--- config.mk ---
export PLATFORM = sky130hd
export DESIGN_NAME = stream_find_and_replace_top
export DESIGN_NICKNAME = d
export VERILOG_FILES = /design/src/sv/sfr_pkg.sv /design/src/sv/sfr_cell.sv /design/src/sv/sfr_emit.sv /design/src/sv/stream_find_and_replace_top.sv
export SDC_FILE = /design/constraint.sdc
export NUM_CORES = 1
export LEC_CHECK = 0
export BUFFER_PORTS_ARGS = -buffer_cell sky130_fd_sc_hd__buf_2
export CORE_UTILIZATION = 57
export CTS_CLUSTER_DIAMETER = 40
export DETAILED_ROUTE_END_ITERATION = 10
export PLACE_DENSITY = 0.81
export REMOVE_ABC_BUFFERS = 1
export SYNTH_ARGS = -nofsm -noshare
export SYNTH_HDL_FRONTEND = slang
export SYNTH_HIERARCHICAL = 1
export SYNTH_SLANG_ARGS = --single-unit
--- constraint.sdc ---
create_clock -name clock -period 5.5 [get_ports clock]
set_clock_uncertainty 0.2 [all_clocks]
set_input_delay 0.275 -clock clock [delete_from_list [all_inputs] [get_ports clock]]
set_output_delay 0.275 -clock clock [all_outputs]
set_load 0.05 [all_outputs]
--- src/sv/sfr_pkg.sv ---
// sfr_pkg: shared constants, register indexes and types for the find-and-replace block
// no dependencies; imported by sfr_cell, sfr_emit and stream_find_and_replace_top
package sfr_pkg;

   localparam int MAX_PATTERN_DEF = 8;
   localparam int REPL_BYTES      = 8;
   localparam int MAX_RESULTS     = 8;
   localparam int RES_CW          = 4;

   typedef enum logic [1:0] {
      CSR_MATCH_PATTERN = 2'd0,
      CSR_MATCH_LENGTH  = 2'd1,
      CSR_REPL_PATTERN  = 2'd2,
      CSR_REPL_LENGTH   = 2'd3
   } csr_index_type;

   typedef enum logic [1:0] {
      DROP_NONE  = 2'd0,
      DROP_ONE   = 2'd1,
      DROP_MATCH = 2'd2
   } drop_type;

   typedef struct packed {
      logic [RES_CW-1:0] rep_cnt;
      logic [RES_CW-1:0] total;
      logic              bare;
      logic              last;
   } job_type;

endpackage

--- src/sv/sfr_cell.sv ---
// sfr_cell: one slot of the pending window, holds a byte and compares it with its pattern byte
// depends on sfr_pkg
module sfr_cell (
   input  logic              clock,
   input  logic              load_en,
   input  logic              pick_new,
   input  logic [7:0]        new_byte,
   input  logic [7:0]        next_view,
   input  logic [7:0]        far_view,
   input  logic [7:0]        pat_byte,
   input  sfr_pkg::drop_type drop,
   output logic [7:0]        view,
   output logic [7:0]        d_next,
   output logic              eq
);
   import sfr_pkg::*;

   logic [7:0] byte_ff;
   logic [7:0] byte_in;

   assign view = pick_new ? new_byte : byte_ff;
   assign eq   = (view == pat_byte);

   always_comb begin
      case (drop)
         DROP_ONE:   byte_in = next_view;
         DROP_MATCH: byte_in = far_view;
         default:    byte_in = view;
      endcase
   end

   assign d_next = byte_in;

   always_ff @(posedge clock) begin
      if (load_en) begin
         byte_ff <= byte_in;
      end
   end

endmodule

--- src/sv/sfr_emit.sv ---
// sfr_emit: result shifter, plays out the words of one decision one per cycle while rsp_ready is high
// depends on sfr_pkg
module sfr_emit #(
   parameter int MAX_PATTERN = sfr_pkg::MAX_PATTERN_DEF
) (
   input  logic                                   clock,
   input  logic                                   reset,
   input  logic                                   load,
   input  sfr_pkg::job_type                       job,
   input  logic [sfr_pkg::REPL_BYTES-1:0][7:0]    rep_bytes,
   input  logic [MAX_PATTERN-1:0][7:0]            flush_bytes,
   output logic                                   can_load,
   output logic                                   rsp_valid,
   input  logic                                   rsp_ready,
   output logic [7:0]                             rsp_out_byte,
   output logic                                   rsp_byte_present,
   output logic                                   rsp_out_last
);
   import sfr_pkg::*;

   logic [RES_CW-1:0]               rem_ff, rem_in;
   logic [RES_CW-1:0]               rep_left_ff, rep_left_in;
   logic                            bare_ff, bare_in;
   logic                            last_ff, last_in;
   logic [REPL_BYTES-1:0][7:0]      rep_ff, rep_in;
   logic [MAX_PATTERN-1:0][7:0]     flush_ff, flush_in;
   logic                            pop;

   assign rsp_valid = (rem_ff != '0);
   assign pop       = rsp_valid && rsp_ready;
   assign can_load  = (rem_ff == '0) || ((rem_ff == RES_CW'(1)) && rsp_ready);

   assign rsp_out_byte     = bare_ff ? 8'd0 : ((rep_left_ff != '0) ? rep_ff[0] : flush_ff[0]);
   assign rsp_byte_present = !bare_ff;
   assign rsp_out_last     = last_ff && (rem_ff == RES_CW'(1));

   always_comb begin
      rem_in      = rem_ff;
      rep_left_in = rep_left_ff;
      bare_in     = bare_ff;
      last_in     = last_ff;
      rep_in      = rep_ff;
      flush_in    = flush_ff;
      if (load) begin
         rem_in      = job.total;
         rep_left_in = job.rep_cnt;
         bare_in     = job.bare;
         last_in     = job.last;
         rep_in      = rep_bytes;
         flush_in    = flush_bytes;
      end else if (pop) begin
         rem_in = rem_ff - RES_CW'(1);
         if (rep_left_ff != '0) begin
            rep_left_in = rep_left_ff - RES_CW'(1);
            for (int i = 0; i < REPL_BYTES - 1; i++) begin
               rep_in[i] = rep_ff[i+1];
            end
         end else begin
            for (int i = 0; i < MAX_PATTERN - 1; i++) begin
               flush_in[i] = flush_ff[i+1];
            end
         end
      end
   end

   always_ff @(posedge clock) begin
      if (reset) begin
         rem_ff      <= '0;
         rep_left_ff <= '0;
         bare_ff     <= 1'b0;
         last_ff     <= 1'b0;
      end else begin
         rem_ff      <= rem_in;
         rep_left_ff <= rep_left_in;
         bare_ff     <= bare_in;
         last_ff     <= last_in;
      end
   end

   always_ff @(posedge clock) begin
      rep_ff   <= rep_in;
      flush_ff <= flush_in;
   end

endmodule

--- src/sv/stream_find_and_replace_top.sv ---
// stream_find_and_replace_top: streaming find-and-replace over a byte stream, top level
// depends on sfr_pkg, sfr_cell and sfr_emit
//
// Takes one text byte per cycle, while req_ready is high, into a row of window cells; each cell
// compares its byte with its pattern byte, so a match decision is made in the cycle the byte is
// accepted and the window holds its place, shifts by one byte or by the whole match length. The
// decision's words (the replacement, a passed byte, and on the last byte the flushed window, at
// most eight) are loaded into the result shifter, which hands out one word per cycle while
// rsp_ready is high. A new byte is taken in the same cycle the shifter delivers its final word,
// so a stream where each byte yields at most one word runs at one byte per cycle while rsp_ready
// is high. A bare word with no byte and the last mark closes a text whose final step produced nothing.
module stream_find_and_replace_top #(
   parameter int MAX_PATTERN = sfr_pkg::MAX_PATTERN_DEF
) (
   input  logic        clock,
   input  logic        reset,
   input  logic        req_valid,
   output logic        req_ready,
   input  logic [7:0]  req_text_byte,
   input  logic        req_text_last,
   output logic        rsp_valid,
   input  logic        rsp_ready,
   output logic [7:0]  rsp_out_byte,
   output logic        rsp_byte_present,
   output logic        rsp_out_last,
   input  logic        csr_wr_en,
   input  logic [1:0]  csr_index,
   input  logic [63:0] csr_wdata
);
   import sfr_pkg::*;

   localparam int CW = $clog2(MAX_PATTERN + 1);

   logic [63:0]       match_pattern_ff;
   logic [3:0]        match_length_ff;
   logic [63:0]       repl_pattern_ff;
   logic [3:0]        repl_length_ff;
   logic [CW-1:0]     cnt_ff, cnt_in;

   logic              accept;
   logic              can_load;
   logic [3:0]        mlen4;
   logic [CW-1:0]     mlen;
   logic [RES_CW-1:0] rlen;
   logic [CW-1:0]     c1, c2;
   logic              decide, hit;
   drop_type          drop;
   logic [RES_CW-1:0] a_cnt;
   logic [RES_CW:0]   sum;
   job_type           job;

   logic [MAX_PATTERN-1:0][7:0] view, d_next, far_view, next_view;
   logic [MAX_PATTERN-1:0]      eq, in_rng, pick_new;
   logic [REPL_BYTES-1:0][7:0]  rep_bytes;

   assign accept    = req_valid && req_ready;
   assign req_ready = can_load;

   // configuration registers
   always_ff @(posedge clock) begin
      if (reset) begin
         match_pattern_ff <= '0;
         match_length_ff  <= 4'd1;
         repl_pattern_ff  <= '0;
         repl_length_ff   <= '0;
      end else if (csr_wr_en) begin
         case (csr_index)
            CSR_MATCH_PATTERN: match_pattern_ff <= csr_wdata;
            CSR_MATCH_LENGTH:  match_length_ff  <= csr_wdata[3:0];
            CSR_REPL_PATTERN:  repl_pattern_ff  <= csr_wdata;
            CSR_REPL_LENGTH:   repl_length_ff   <= csr_wdata[3:0];
            default: ;
         endcase
      end
   end

   // clamp lengths
   always_comb begin
      if (match_length_ff == 4'd0) begin
         mlen4 = 4'd1;
      end else if (match_length_ff > 4'(MAX_PATTERN)) begin
         mlen4 = 4'(MAX_PATTERN);
      end else begin
         mlen4 = match_length_ff;
      end
      mlen = CW'(mlen4);
      rlen = (repl_length_ff > RES_CW'(REPL_BYTES)) ? RES_CW'(REPL_BYTES) : repl_length_ff;
   end

   // neighbour and far taps for the window shift
   always_comb begin
      for (int i = 0; i < MAX_PATTERN; i++) begin
         pick_new[i]  = (cnt_ff == CW'(i));
         in_rng[i]    = (CW'(i) < mlen);
         next_view[i] = (i + 1 < MAX_PATTERN) ? view[(i + 1) % MAX_PATTERN] : 8'd0;
         far_view[i]  = 8'd0;
         for (int j = 0; j < MAX_PATTERN; j++) begin
            if (j == i + int'(mlen)) begin
               far_view[i] = view[j];
            end
         end
      end
   end

   genvar g;
   generate
      for (g = 0; g < MAX_PATTERN; g++) begin : g_cell
         sfr_cell u_cell (
            .clock     (clock),
            .load_en   (accept),
            .pick_new  (pick_new[g]),
            .new_byte  (req_text_byte),
            .next_view (next_view[g]),
            .far_view  (far_view[g]),
            .pat_byte  (match_pattern_ff[8*g +: 8]),
            .drop      (drop),
            .view      (view[g]),
            .d_next    (d_next[g]),
            .eq        (eq[g])
         );
      end
   endgenerate

   // decision
   always_comb begin
      c1     = cnt_ff + CW'(1);
      decide = (c1 >= mlen);
      hit    = decide && (&(eq | ~in_rng));
      if (!decide) begin
         drop  = DROP_NONE;
         c2    = c1;
         a_cnt = '0;
      end else if (hit) begin
         drop  = DROP_MATCH;
         c2    = c1 - mlen;
         a_cnt = rlen;
      end else begin
         drop  = DROP_ONE;
         c2    = c1 - CW'(1);
         a_cnt = RES_CW'(1);
      end
      sum = {1'b0, a_cnt} + (req_text_last ? (RES_CW+1)'(c2) : '0);
      job.rep_cnt = a_cnt;
      job.bare    = req_text_last && (sum == '0);
      job.last    = req_text_last;
      if (job.bare) begin
         job.total = RES_CW'(1);
      end else if (sum > (RES_CW+1)'(MAX_RESULTS)) begin
         job.total = RES_CW'(MAX_RESULTS);
      end else begin
         job.total = sum[RES_CW-1:0];
      end
      rep_bytes = '0;
      if (hit) begin
         rep_bytes = repl_pattern_ff;
      end else begin
         rep_bytes[0] = view[0];
      end
      cnt_in = cnt_ff;
      if (accept) begin
         cnt_in = req_text_last ? '0 : c2;
      end
   end

   always_ff @(posedge clock) begin
      if (reset) begin
         cnt_ff <= '0;
      end else begin
         cnt_ff <= cnt_in;
      end
   end

   sfr_emit #(
      .MAX_PATTERN (MAX_PATTERN)
   ) u_emit (
      .clock            (clock),
      .reset            (reset),
      .load             (accept),
      .job              (job),
      .rep_bytes        (rep_bytes),
      .flush_bytes      (d_next),
      .can_load         (can_load),
      .rsp_valid        (rsp_valid),
      .rsp_ready        (rsp_ready),
      .rsp_out_byte     (rsp_out_byte),
      .rsp_byte_present (rsp_byte_present),
      .rsp_out_last     (rsp_out_last)
   );

`ifndef NO_ASSERTIONS
   a_cnt_below_depth: assert property (@(posedge clock) disable iff (reset)
      cnt_ff < CW'(MAX_PATTERN))
      else $error("pending count reached window depth");

   a_last_clears: assert property (@(posedge clock) disable iff (reset)
      accept && req_text_last |=> cnt_ff == '0)
      else $error("window not empty after last byte");

   a_bare_is_last: assert property (@(posedge clock) disable iff (reset)
      rsp_valid && !rsp_byte_present |-> rsp_out_last)
      else $error("bare word without last mark");

   a_no_accept_busy: assert property (@(posedge clock) disable iff (reset)
      accept |-> !rsp_valid || rsp_ready)
      else $error("byte accepted while results still pending");
`endif

endmodule
==> qor.csv <==
metric,value,unit
status,"finished, final reports clean",
final critical-path share of the clock period,94.9,%
Nets,2483,
Slew @ Worst Pin,1.17,ns
post-synthesis cell type count,97,
worst skew pair latency,0.62,ns
area occupied by multi-input gates,11300,sq um
cells after synthesis,2231,
Post-synth EDFFs,192,
remaining global-route overflow,0,
DRT Wirelength,94.9,mm
unrepaired setup endpoints after global routing,false,
CTS tree,built,
vias per cell,7.19,
Ports,92,
H-tree Lvls,2,
area delta synth->final,16.0,%
Longest Clk Path Bufs,3,
hold crit path type,input pin to flop,
largest net degree at the start of global routing,95,
Reg2Reg Setup Slack,0.28,ns
share of synthesized registers carrying an async set or reset,0,%
CP Cell Sequence,"nor2b_1, and2_1, buf_4, mux2_4, xnor2_1, nand4_1, nor2_1, o211ai_1, a32oi_2, o2111ai_1, o211a_1, a211oi_1, ha_1, a21oi_1, nor2b_1, mux2i_1, nand2_1, a21oi_1, nor2_1, a311oi_1",
initial antenna violation count,7,
filler instances,2492,
number of global-route vias before repair,19955,
"count leader, synth",nand2_1,
post-CTS repair timing setup buffer count,0,
sequential share of the synthesized area,41.7,%
Yosys top cell area share,27.4,%
mapped cell area,21000,sq um
DRT antenna net count,0,
synth cell count leaders,"nand2_1, edfxtp_1, a21oi_1",
worst r2r src,cnt_ff[2]$_SDFFE_PP0P_,
"Max FO, Critical Path",11,
kind of critical path,flop to flop,
Synth area leader,edfxtp_1,
hold depth,4,
Die ar.,37600,sq um
worst endpoint required time,5.80,ns
CP Buf/Inv Count,1,
initial drt markers,3214,
final hold viol count,0,
WP data arrival,5.52,ns
Critical Path End Type,flop,
Worst Hold Margin,0.0885,ns
count of final setup violators,0,
chip width,194,um
Seq cells post-synth,342,
final core occ,67.9,%
clock root cell,clkbuf_16,
Placer Congestion,1.12,
Hold EP,repl_length_ff[0]$_SDFFE_PP0P_,
Starting Density,58.5,%
CTS buffer count,48,
r2r worst-path depth,20,
top cells by area in the synthesized netlist,"edfxtp_1, dfxtp_1, nand2_1",
TritonCTS Sinks,342,
critical-path cell with the highest stage delay,dfxtp_1,
Worst VDD drop,0.373,mV
min-delay src,csr_wr_en,
Rows,69,
clock transition at the registers of the reported paths,0.06,ns
crit-path leading delay family,compound AO/OA/AOI/OAI gates,
Peak Freq,192,MHz
max-slew violation count,0,
fraction of layout cells with a size suffix above 1,21.2,%
DR DRC count,0,
Tmin final,5.22,ns
mean post-synth cell area,9.42,sq um
gr usage total,49.6,%
Critical R2R Capture,u_emit/rem_ff[0]$_SDFFE_PP0P_,
Core ar.,35900,sq um
ys flop type,edfxtp_1,
Routed WL per cell,33.1,um
DR pass1 iterations,8,
routed via count,20623,
crit-path max cell delay,0.44,ns
P_leak,9.35,nW
max capacitance violation total,0,
synth warn,6,
Storage cell area,8770,sq um
port buffer count,91,
pwr/cell area,496,nW/um^2
Relative slew margins,21.8,%
Die Ht,194,um
Critical Path Start Type,flop,
post-DP HPWL,63.1,mm
first-pass GRT wire length,136,mm
-- stage by stage --
stage	power [mW]	setup slack [ns]	cells	instance area [sq um]	setup TNS [ns]
global route	12.3	0.00949	2864	24400	0
finish	12.1	0.279	2868	24400	0
global placement	8.58	0.650	2705	22100	0
detailed placement	8.67	0.492	2705	22100	0
floorplan	7.13	-3.71	2056	20200	-733.77
CTS	11.8	0.375	2864	24400	0
-- routing by layer --
layer  share of wire [%]  global-route usage (%)  vias up
met5               0.070                       0        -
met2                  44                    75.1     1889
met4                 7.9                    35.8        8
li1                    -                       -     8443
met1                  35                    58.8     9816
met3                  13                    16.9      467
-- flip-flops by register name, indices dropped and copies added, names as in the netlist --
| signal | flops |
|---|---|
| repl_pattern_ff | 64 |
| u_emit/rep_left_ff | 4 |
| u_emit/rem_ff | 4 |
| u_emit/flush_ff | 64 |
| g_cell.u_cell/byte_ff | 64 |
| cnt_ff | 4 |
| u_emit/rep_ff | 64 |
| u_emit/bare_ff | 1 |
| match_pattern_ff | 64 |
| u_emit/last_ff | 1 |
| match_length_ff | 4 |
| repl_length_ff | 4 |
-- kinds of logic after synthesis --
family,share of synthesized area [%]
simple gates,16.7
compound gates,18.7
flops,41.7
buf+inv,4.87
mux,12.4
xor+xnor,3.12
fa+ha+maj,2.45
other cells,0.0179
-- final cells by class --
type | instances | share of cell area [%]
inverter | 47 | 0.755
antenna | 4 | 0.0411
multi-input combinational | 1667 | 46.5
tap | 461 | 2.37
clock inverter | 30 | 1.18
sequential | 342 | 36.0
clock buffer | 60 | 5.33
timing repair buffer | 257 | 7.86
-- worst reg2reg max path: cells and delay by family (launching register included) --
kind	cells	cell delay, ns
AO/OA/AOI/OAI	8	1.89
XOR/XNOR	1	0.18
adder cells (fa/ha/maj)	1	0.30
buffers and inverters	1	0.24
flip-flops	1	0.44
multiplexers	2	0.63
AND/OR/NAND/NOR	7	1.21
-- worst max path at each step --
stage	start	end	slack [ns]	depth (start not counted)
2_1_floorplan	u_emit/rem_ff[0]$_SDFFE_PP0P_	u_emit/flush_ff[0]$_DFFE_PP_	-3.71	8
3_3_place_gp	cnt_ff[0]$_SDFFE_PP0P_	u_emit/rem_ff[1]$_SDFFE_PP0P_	0.65	23
3_5_place_dp	cnt_ff[2]$_SDFFE_PP0P_	u_emit/rem_ff[0]$_SDFFE_PP0P_	0.49	19
4_1_cts	cnt_ff[2]$_SDFFE_PP0P_	u_emit/rem_ff[0]$_SDFFE_PP0P_	0.38	19
5_1_grt	cnt_ff[0]$_SDFFE_PP0P_	u_emit/rem_ff[0]$_SDFFE_PP0P_	0.009	20
6_report	cnt_ff[2]$_SDFFE_PP0P_	u_emit/rem_ff[0]$_SDFFE_PP0P_	0.28	20
-- cell usage in the layout, fill, tap and decap left out, types with 12 or more instances in the layout --
cell,count
a22oi_1,99
buf_4,95
nand2_1,421
inv_6,13
mux2_4,64
a211oi_1,15
buf_2,90
dlygate4sd3_1,69
a21oi_1,188
nor3_1,16
nor2_1,86
nand3_1,16
edfxtp_1,192
a222oi_1,20
xnor2_1,58
a31oi_1,18
mux2i_1,29
a221o_1,17
and3_1,68
ha_1,37
dfxtp_1,149
nand4_1,17
o21ai_0,113
o22ai_1,20
nand2b_1,17
a22o_1,12
mux2_2,120
inv_1,44
clkbuf_16,50
-- repair_timing --
item / 4_1_cts / 5_1_grt
resized for setup: 0 / 1
endpoints found under the hold margin: 146 / 0
setup endpoints to repair: 0 / 1
hold buffers: 69 / 0
-- report_power, final --
group | switching [mW] | internal, mW | total (mW)
Combinational | 3.15 | 1.61 | 4.77
Sequential | 0.418 | 3.86 | 4.27
Clock | 1.31 | 1.74 | 3.05
(Power assumes the default switching activity.)
